==> config.mk <==
export PLATFORM = sky130hd
export DESIGN_NAME = tape_fsk_byte_modulator
export DESIGN_NICKNAME = d
export VERILOG_FILES = /design/src/tfm_pkg.sv /design/src/tfm_sequencer.sv /design/src/tape_fsk_byte_modulator.sv
export SDC_FILE = /design/constraint.sdc
export NUM_CORES = 1
export LEC_CHECK = 0
export ABC_AREA = 1
export BUFFER_PORTS_ARGS = -buffer_cell sky130_fd_sc_hd__buf_2
export CORE_ASPECT_RATIO = 0.6
export CORE_UTILIZATION = 40
export CTS_CLUSTER_SIZE = 28
export DETAILED_ROUTE_END_ITERATION = 8
export PLACE_DENSITY_LB_ADDON = 0.05
export REMOVE_ABC_BUFFERS = 1
export SLEW_MARGIN = 40
export SYNTH_ARGS = -nofsm -noshare
export SYNTH_HDL_FRONTEND = slang
export SYNTH_SLANG_ARGS = --single-unit
==> constraint.sdc <==
create_clock -name clk -period 4.1 [get_ports clk]
set_input_delay 0.615 -clock clk [delete_from_list [all_inputs] [get_ports clk]]
set_output_delay 0.615 -clock clk [all_outputs]
set_load 0.05 [all_outputs]
==> src/tfm_pkg.sv <==
package tfm_pkg;

    localparam int unsigned LevelW = 8;
    localparam int unsigned DurW   = 4;
    localparam int unsigned FrameW = 11;
    localparam int unsigned CntW   = 4;
    localparam int unsigned CfgAddrW = 2;

    localparam logic [DurW-1:0] DUR_SHORT     = 4'd5;
    localparam logic [DurW-1:0] DUR_LONG      = 4'd10;
    localparam logic [DurW-1:0] DUR_LONG_FAST = 4'd9;

    localparam logic [LevelW-1:0] RESET_HIGH = 8'hE0;
    localparam logic [LevelW-1:0] RESET_LOW  = 8'h20;

    localparam logic [CfgAddrW-1:0] CFG_FAST_MODE  = 2'd0;
    localparam logic [CfgAddrW-1:0] CFG_HIGH_LEVEL = 2'd1;
    localparam logic [CfgAddrW-1:0] CFG_LOW_LEVEL  = 2'd2;

    localparam logic ACT_BYTE = 1'b0;
    localparam logic ACT_BIT  = 1'b1;

    // stop bits 1, 1, 0 sit above the data byte, sent lsb first
    localparam logic [2:0] STOP_BITS = 3'b011;

    typedef logic [2:0] uaddr_t;

    // microcode entry points
    localparam uaddr_t U_ONE  = 3'd0;
    localparam uaddr_t U_ZERO = 3'd4;

    typedef struct packed {
        logic hi;        // high level half-cycle
        logic long_half; // long duration
        logic bit_end;   // last half of this bit: take next bit or finish
    } uword_t;

    // segment request from sequencer to output stage
    typedef struct packed {
        logic valid;
        logic hi;
        logic long_half;
        logic last;
    } seg_t;

    function automatic uword_t urom(input uaddr_t addr);
        uword_t w;
        case (addr)
            3'd0:    w = '{hi: 1'b0, long_half: 1'b0, bit_end: 1'b0};
            3'd1:    w = '{hi: 1'b1, long_half: 1'b0, bit_end: 1'b0};
            3'd2:    w = '{hi: 1'b0, long_half: 1'b0, bit_end: 1'b0};
            3'd3:    w = '{hi: 1'b1, long_half: 1'b0, bit_end: 1'b1};
            3'd4:    w = '{hi: 1'b0, long_half: 1'b1, bit_end: 1'b0};
            3'd5:    w = '{hi: 1'b1, long_half: 1'b1, bit_end: 1'b1};
            default: w = '{hi: 1'b0, long_half: 1'b0, bit_end: 1'b1};
        endcase
        return w;
    endfunction

endpackage

==> src/tfm_sequencer.sv <==
module tfm_sequencer (
    input  logic                     clk,
    input  logic                     rst_n,
    input  logic                     start,
    input  logic                     action,
    input  logic [tfm_pkg::LevelW-1:0] data,
    input  logic                     advance,
    output logic                     busy,
    output tfm_pkg::seg_t            seg
);
    import tfm_pkg::*;

    logic              busy_reg, busy_next;
    uaddr_t            step_reg, step_next;
    logic [FrameW-1:0] bits_reg, bits_next;
    logic [CntW-1:0]   left_reg, left_next;
    uword_t            uw;
    logic              final_bit;

    assign uw        = urom(step_reg);
    assign final_bit = (left_reg == CntW'(1));

    always_ff @(posedge clk or negedge rst_n)
    begin
        if (!rst_n)
        begin
            busy_reg <= 1'b0;
            step_reg <= U_ONE;
            left_reg <= '0;
        end
        else
        begin
            busy_reg <= busy_next;
            step_reg <= step_next;
            left_reg <= left_next;
        end
    end

    always_ff @(posedge clk)
    begin
        bits_reg <= bits_next;
    end

    always_comb
    begin
        busy_next = busy_reg;
        step_next = step_reg;
        bits_next = bits_reg;
        left_next = left_reg;
        if (start)
        begin
            busy_next = 1'b1;
            if (action == ACT_BIT)
            begin
                bits_next = {{(FrameW-1){1'b0}}, data[0]};
                left_next = CntW'(1);
                step_next = data[0] ? U_ONE : U_ZERO;
            end
            else
            begin
                bits_next = {STOP_BITS, data};
                left_next = CntW'(FrameW);
                step_next = data[0] ? U_ONE : U_ZERO;
            end
        end
        else if (busy_reg && advance)
        begin
            if (uw.bit_end)
            begin
                // dispatch on the next bit while the current one closes
                bits_next = bits_reg >> 1;
                left_next = left_reg - CntW'(1);
                step_next = bits_reg[1] ? U_ONE : U_ZERO;
                if (final_bit)
                    busy_next = 1'b0;
            end
            else
            begin
                step_next = step_reg + uaddr_t'(1);
            end
        end
    end

    assign busy          = busy_reg;
    assign seg.valid     = busy_reg;
    assign seg.hi        = uw.hi;
    assign seg.long_half = uw.long_half;
    assign seg.last      = uw.bit_end && final_bit;

    a_start_idle: assert property (@(posedge clk) disable iff (!rst_n)
        start |-> !busy_reg)
        else $error("start while sequencer busy");

    a_last_frees: assert property (@(posedge clk) disable iff (!rst_n)
        (busy_reg && advance && seg.last) |=> !busy_reg)
        else $error("sequencer still busy after final segment");

    a_left_nonzero: assert property (@(posedge clk) disable iff (!rst_n)
        busy_reg |-> (left_reg != '0))
        else $error("busy with no bits left");

endmodule

==> src/tape_fsk_byte_modulator.sv <==
// Channel  Dir  Fields (lsb up)                          Handshake
// s_axis   in   tdata: data[7:0]; tuser: action          tvalid/tready
// m_axis   out  tdata: level[7:0], duration[11:8]; tlast tvalid/tready
// cfg      in   0 fast_mode, 1 high_level, 2 low_level   cfg_wr_en, no wait
//
// One half-cycle segment per cycle unless m_tready stalls, from a 6-word microcode
// loop: a framed byte gives 26 to 42 segments, a single bit 2 or 4.
// A new word is taken the cycle after the last segment enters the output register.
// With the output full, m_tready low holds the sequencer; s_tready drops while busy.
// Reset is asynchronous: idle sequencer, empty output, register reset values.
module tape_fsk_byte_modulator (
    input  logic                         clk,
    input  logic                         rst_n,
    input  logic                         s_tvalid,
    output logic                         s_tready,
    input  logic [7:0]                   s_tdata,   // data[7:0]
    input  logic                         s_tuser,   // action
    output logic                         m_tvalid,
    input  logic                         m_tready,
    output logic [15:0]                  m_tdata,   // level[7:0], duration[11:8], zero
    output logic                         m_tlast,
    input  logic                         cfg_wr_en,
    input  logic [tfm_pkg::CfgAddrW-1:0] cfg_addr,
    input  logic [7:0]                   cfg_wdata
);
    import tfm_pkg::*;

    logic              fast_reg;
    logic [LevelW-1:0] high_reg, low_reg;

    logic              ovalid_reg, ovalid_next;
    logic [LevelW-1:0] olevel_reg, olevel_next;
    logic [DurW-1:0]   odur_reg, odur_next;
    logic              olast_reg, olast_next;

    logic  busy, start, advance;
    seg_t  seg;

    always_ff @(posedge clk or negedge rst_n)
    begin
        if (!rst_n)
        begin
            fast_reg <= 1'b0;
            high_reg <= RESET_HIGH;
            low_reg  <= RESET_LOW;
        end
        else if (cfg_wr_en)
        begin
            case (cfg_addr)
                CFG_FAST_MODE:  fast_reg <= cfg_wdata[0];
                CFG_HIGH_LEVEL: high_reg <= cfg_wdata;
                CFG_LOW_LEVEL:  low_reg  <= cfg_wdata;
                default:        ;
            endcase
        end
    end

    assign s_tready = !busy;
    assign start    = s_tvalid && !busy;
    assign advance  = !ovalid_reg || m_tready;

    tfm_sequencer u_seq (
        .clk     (clk),
        .rst_n   (rst_n),
        .start   (start),
        .action  (s_tuser),
        .data    (s_tdata),
        .advance (advance),
        .busy    (busy),
        .seg     (seg)
    );

    always_comb
    begin
        ovalid_next = ovalid_reg;
        olevel_next = olevel_reg;
        odur_next   = odur_reg;
        olast_next  = olast_reg;
        if (advance)
        begin
            ovalid_next = seg.valid;
            olevel_next = seg.hi ? high_reg : low_reg;
            if (!seg.long_half)
                odur_next = DUR_SHORT;
            else if (fast_reg)
                odur_next = DUR_LONG_FAST;
            else
                odur_next = DUR_LONG;
            olast_next  = seg.last;
        end
    end

    always_ff @(posedge clk or negedge rst_n)
    begin
        if (!rst_n)
            ovalid_reg <= 1'b0;
        else
            ovalid_reg <= ovalid_next;
    end

    always_ff @(posedge clk)
    begin
        olevel_reg <= olevel_next;
        odur_reg   <= odur_next;
        olast_reg  <= olast_next;
    end

    assign m_tvalid = ovalid_reg;
    assign m_tdata  = {{(16-LevelW-DurW){1'b0}}, odur_reg, olevel_reg};
    assign m_tlast  = olast_reg;

    a_dur_legal: assert property (@(posedge clk) disable iff (!rst_n)
        m_tvalid |-> (odur_reg == DUR_SHORT || odur_reg == DUR_LONG
                      || odur_reg == DUR_LONG_FAST))
        else $error("illegal segment duration");

    a_accept_busy: assert property (@(posedge clk) disable iff (!rst_n)
        (s_tvalid && s_tready) |=> busy)
        else $error("accepted word did not start the sequencer");

    a_seg_loaded: assert property (@(posedge clk) disable iff (!rst_n)
        (seg.valid && advance) |=> m_tvalid)
        else $error("segment lost on the way to the output register");

endmodule

## After elaboration in Yosys (flattened, before gate mapping)

Index checks and enable logic that the tools add are counted.

| storage, ports and cells | value |
|---|---|
| memory bits (writable) | 0 |
| memory bits (read-only) | 0 |
| input bits | 24 |
| register bits after elaboration | 50 |
| word-level logic and storage cells | 58 |
| latch bits | 0 |
| memories | 0 |
| output and inout bits | 19 |

| operators by class | value |
|---|---|
| divide/modulo/power cells | 0 |
| add/subtract/negate cells | 2 |
| $mul | 0 |
| reductions and logical operators | 17 |
| shifts and indexed selects | 0 |
| bitwise gates (word level) | 0 |
| equal/unequal tests | 8 |
| magnitude comparators | 0 |
| muxes and demuxes | 20 |

Operator list:

| cell | count |
|---|---|
| $mux W11 | 3 |
| $mux W4 | 4 |
| $mux W3 | 5 |
| $pmux W3 S5 | 1 |
| $mux W10 | 1 |
| $mux W8 | 1 |
| $reduce_and A2 Y1 | 4 |
| $eq A3 B2 Y1 const B | 2 |
| $eq A3 B3 Y1 const B | 2 |
| $reduce_bool A2 Y1 | 3 |
| $eq A4 B1 Y1 const B | 1 |
| $mux W1 | 4 |
| $sub A4 B1 Y4 const B | 1 |
| $add A3 B1 Y3 const B | 1 |
| $eq A3 B1 Y1 const B | 1 |
| $logic_and A1 B1 Y1 | 3 |
| $logic_not A3 Y1 | 1 |
| $reduce_and A3 Y1 | 1 |
| $eq A2 B1 Y1 const B | 1 |
| $eq A2 B2 Y1 const B | 1 |
| $logic_not A1 Y1 | 2 |
| $logic_not A2 Y1 | 1 |
| $mux W2 | 1 |
| $reduce_or A2 Y1 | 1 |
| $logic_or A1 B1 Y1 | 1 |

## Depth between registers and ports, before layout

| logic depth | value |
|---|---|
| word-level depth | 6 |
| mapped depth | 9 |
| depth with buffers taken out | 9 |

## Cells and area by module

A second synthesis with hierarchy kept.

| unflattened totals | value |
|---|---|
| cell total of the unflattened synthesis | 232 |
| area total of the unflattened synthesis | 2260.9 µm² |

Modules (own cells, without submodules):

| module | area each (µm²) | times used | cells each | sequential area each (µm²) |
|---|---|---|---|---|
| tape_fsk_byte_modulator | 1323.8 | 1 | 132 | 845.8 |
| tfm_sequencer | 937.1 | 1 | 100 | 470.5 |

## Worst setup path before layout

No wires, ideal clock.

| path | value |
|---|---|
| path kind | register to register |
| start | register ovalid_reg (netlist: m_tvalid) |
| end | register u_seq.bits_reg[1], enable pin |
| cell stages (with the launch flop) | 6 |
| buffers on the path | 0 |
| period minus slack after synthesis | 1674 ps |
| path slack | 2426 ps |
| data arrival time | 1365 ps |
| setup time | 309 ps |
| required time | 3791 ps |
| path through | dfrtp_1 > nand2_2 > nand2_1 > inv_1 > nand2_4 > nand2_4 |

| between the ends | value |
|---|---|
| word-level cells in the longest chain between the ends | 5 |

Ends and longest elaborated chain:

| what | line | source |
|---|---|---|
| start, declared | tape_fsk_byte_modulator.sv:31 | `logic ovalid_reg, ovalid_next;` |
| start signal, assigned | tape_fsk_byte_modulator.sv:98 | `ovalid_reg <= ovalid_next;` |
| $logic_not A1 Y1 | tape_fsk_byte_modulator.sv:60 | `assign advance = !ovalid_reg \|\| m_tready;` |
| $logic_or A1 B1 Y1 | tape_fsk_byte_modulator.sv:60 |  |
| net advance | tape_fsk_byte_modulator.sv:36 | `logic busy, start, advance;` |
| $logic_and A1 B1 Y1 | tfm_sequencer.sv:66 | `else if (busy_reg && advance)` |
| $reduce_bool A2 Y1 (no line) | n/a |  |
| $reduce_and A2 Y1 (no line) | n/a |  |
| end signal, assigned | tfm_sequencer.sv:41 | `bits_reg <= bits_next;` |
| end, declared | tfm_sequencer.sv:15 | `logic [FrameW-1:0] bits_reg, bits_next;` |

The timed path passes the listed nets, and every way through them passes these cells.
A chain may end at the register's enable or synchronous reset.

## Worst setup path after layout

| path | value |
|---|---|
| start | register u_seq.step_reg[0] |
| end | register olevel_reg[0], data pin |

| between the ends | value |
|---|---|
| word-level cells in the longest chain between the ends | 4 |
| elaborated cells between the ends (all ways) | 9 |
| classes of those cells | 5 x eq/ne; 2 x mux; 2 x reduce/logical |

Ends and longest elaborated chain:

| what | line | source |
|---|---|---|
| start, declared | tfm_sequencer.sv:14 | `uaddr_t step_reg, step_next;` |
| start signal, assigned | tfm_sequencer.sv:34 | `step_reg <= step_next;` |
| $eq A3 B2 Y1 / $logic_not A3 Y1 (equally long branches) | tfm_pkg.sv:48 | `case (addr)` |
| $reduce_or A2 Y1 (no line) | n/a |  |
| $pmux W3 S5 * | tfm_pkg.sv:48 |  |
| $mux W8 * | tape_fsk_byte_modulator.sv:82 | `olevel_next = seg.hi ? high_reg : low_reg;` |
| end signal, assigned | tape_fsk_byte_modulator.sv:103 | `olevel_reg <= olevel_next;` |
| end, declared | tape_fsk_byte_modulator.sv:32 | `logic [LevelW-1:0] olevel_reg, olevel_next;` |

Every way passes the cells marked *; elsewhere a longest branch is shown, timed or not.

==> metrics.md <==
| Metric | Value |
|---|---|
| Dpl hpwl | between 2000 and 3000 um |
| Synth top area cells | edfxtp_1 30%, dfrtp_1 25%, nand2_1 8.6% |
| Worst skew pair latency | a little under 300 ps |
| Worst hold slack | roughly 320 ps |
| Number of nets in the layout | 280 |
| Most used DFF post-synth | edfxtp_1 |
| PwrDens | 717.8 nW/um2 |
| Highest fanout seen on the critical path | 8 |
| TritonCTS Sinks | 48 |
| Dpl cells | between 300 and 400 |
| Drt total wl | 3767 um |
| Met2 wire length | 1475 um |
| Area of the multi-input gates | between 700 and 800 um2 |
| Crit path setup slack, layout | approximately 2200 ps |
| Clk_skew | 4.923 ps |
| Static leakage | 1.236 nW |
| # fillers | 500 |
| RSZ-0062 raised after global routing | no |
| Cell count after synthesis | approximately 210 |
| # Post-CTS Setup Buffers | 0 |
| Yosys top cell by area | edfxtp_1 |
| Post-Syn Area | around 2200 um2 |
| Port Buffer Count | 38 |
| Post-route cell area | about 2500 um2 |
| Maximum vdd drop | about 0.25 mV |
| Final min period | ~1900 ps |
| Clock power share | roughly 16% |
| Hold bufs inserted after CTS | 0 |
| H-tree Lvls | 2 |
| Net Sw Power | 0.0007247 W |
| 1st-pass router iterations | 4 |
| Initial antenna violation count | 0 |
| PostCTS Resize Cnt | 0 |
| Root Buffer | clkbuf_8 |
| Final Hold Vio Count | 0 |
| CTS Buffer Depth | 2 |
| Crit. End Element | flop |
| Fin. max-slew vios | 0 |
| Critical path launch point | u_seq.step_reg[0] |
| Setup TNS | 0 ps |
| Switching Share | between 40% and 50% |
| Core Rows | 20 |
| Distinct cells, synth | 25 |
| Std-Cell Core Area | between 5000 and 6000 um2 |
| Total CTS buffers | 5 |
| Chip height | around 59 um |
| Clock Pin Slew Worst Setup and Hold Paths | around 80 ps |
| Die width | slightly below 100 um |
| Avg WL per Cell | approximately 12 um |
| Count of state elements after synthesis | 48 |
| Vias | ~1400 |
| 1st-iter DRT viols | 78 |
| Gate power share | around two fifths |
| Seq/Total Area, Yosys | 60.18% |
| Status | completed |
| Highest metal used | met4 |
| Starting Density | 42.43% |
| Pre-CTS WS | 2132 ps |
| Rel. slew slack | around three fifths |
| Achievable Freq | ~530 MHz |
| Final ANT Viol Nets | 0 |
| Largest net degree at the start of global routing | 27 |
| Crit path kind | reg -> reg |
| Placed cell areas | roughly 2400 um2 |
| Synth top area share | a little under a third |
| Area Overhead vs Synth | 15.05% |
| Synth cell count leaders | 50 x nand2_1, 23 x inv_1, 22 x dfrtp_1, 22 x edfxtp_1, 21 x o21ai_0 |
| Worst path required time | just over 4000 ps |
| CTS tree | done |
| CP startpoint kind | flop |
| IO Pins | 43 |
| Crit path DAT | 1920 ps |
| Gpl congestion | 0.6970 |
| Layout cell share with drive strength beyond 1 | slightly above 30% |
| Met1 Wirelength | 2101 um |
| First-pass GRT wire length | around 6600 um |
| Most common cell in the netlist | nand2_1 |
| Vias in the first global route | roughly 1400 |
| Register area | between 1000 and 1500 um2 |
| Ys async rst share | 54.17% |
| Hold WC Path Type | in -> async |
| Seq pwr share | between 40% and 50% |
| Drt drc | 0 |
| EDFF count, synth | 22 |
| Worst-margin pin slew | between 500 and 600 ps |
| Met3 wire length | ~170 um |
| GRT Residual Overflow | 0 |
| Drt via density | between 4 and 5 |
| Max-cap violations | 0 |
| GRT Util Overall | between 10 and 15% |
| Largest register FFs | 9 |
| Critical R2R Launch | u_seq.step_reg[0] |
| Yosys warning total | 0 |
| Full die area | just under 6000 um2 |
| Final Setup Violations | 0 |
| P_int | approximately 0.0011 W |
| ANT cells | 0 |
| Fin cells | around 320 |
| Final Cycle Share | ~46% |
| Mean Syn Cell Area | 10.51 um2 |
## cells by family after synthesis
kind of cell    count (synthesis)  share of synthesized area [%]
buf+inv                        33                          6.750
fa+ha+maj                       7                          4.004
other cells                     1                         0.1715
compound gates                 24                          5.835
simple gates                   86                          18.54
flops                          48                          60.18
xor+xnor                        1                         0.4005
mux                             8                          4.119
## metrics by stage
stage / utilization (%) / power [W]
floorplan: - / 0.001371
global placement: 47.06 / 0.001540
detailed placement: 47.06 / 0.001540
CTS: 48.81 / 0.001830
global route: 48.81 / 0.001951
finish: 48.81 / 0.001806
## area by class of cell
cell class                 count  share of cell area [%]
multi-input combinational    130                   29.19
tap                           66                   3.282
timing repair buffer          38                   7.558
sequential                    48                   52.31
clock buffer                   8                   3.580
inverter                      26                   4.078
## cell usage in the layout (no fill, tap or decap), drive strengths merged
cell / Yosys / routed
a21oi: 1 / 1
and2: 1 / 1
buf: 7 / 38
clkbuf: 0 / 8
clkinv: 1 / 1
conb: 1 / 4
dfrtp: 22 / 22
dfstp: 4 / 4
edfxtp: 22 / 22
ha: 7 / 7
inv: 25 / 25
mux2: 8 / 8
nand2: 62 / 62
nand3: 11 / 11
nand4: 1 / 1
nor2: 9 / 9
nor3b: 1 / 1
o21ai: 23 / 23
or2: 1 / 1
xor2: 1 / 1
## worst max-delay path: stages (launching register included)
cell and delay [ps]:
dfrtp_1 410, ha_1 210, ha_1 200, nor2_2 400, mux2_2 400
## final timing paths
path                                  to  slack [ps]  cells after the start
min reg2reg                   low_reg[7]         490                      2
max                        olevel_reg[0]        2230                      4
min in group clk              low_reg[7]         490                      2
min                           low_reg[2]         320                      1
max in group asynchronous     low_reg[7]        3400                      1
max reg2reg                olevel_reg[0]        2230                      4
## per-layer routing
metal	vias up	track usage [%]
met2	34	21.78
met5	-	0
met4	0	4.412
met1	645	21.81
li1	750	-
met3	2	4.009
## power groups by stage
| stage | combinational (W) | clock (W) | sequential [W] |
|---|---|---|---|
| final | 0.000739 | 0.000284 | 0.000783 |
| after global placement | 0.000747 | 0 | 0.000793 |
| after CTS | 0.000750 | 0.000296 | 0.000785 |
| after global routing | 0.000837 | 0.000314 | 0.000800 |
| after floorplan | 0.000433 | 0 | 0.000939 |
| after detailed placement | 0.000746 | 0 | 0.000794 |
No activity file was read; power rests on OpenSTA's default activity.
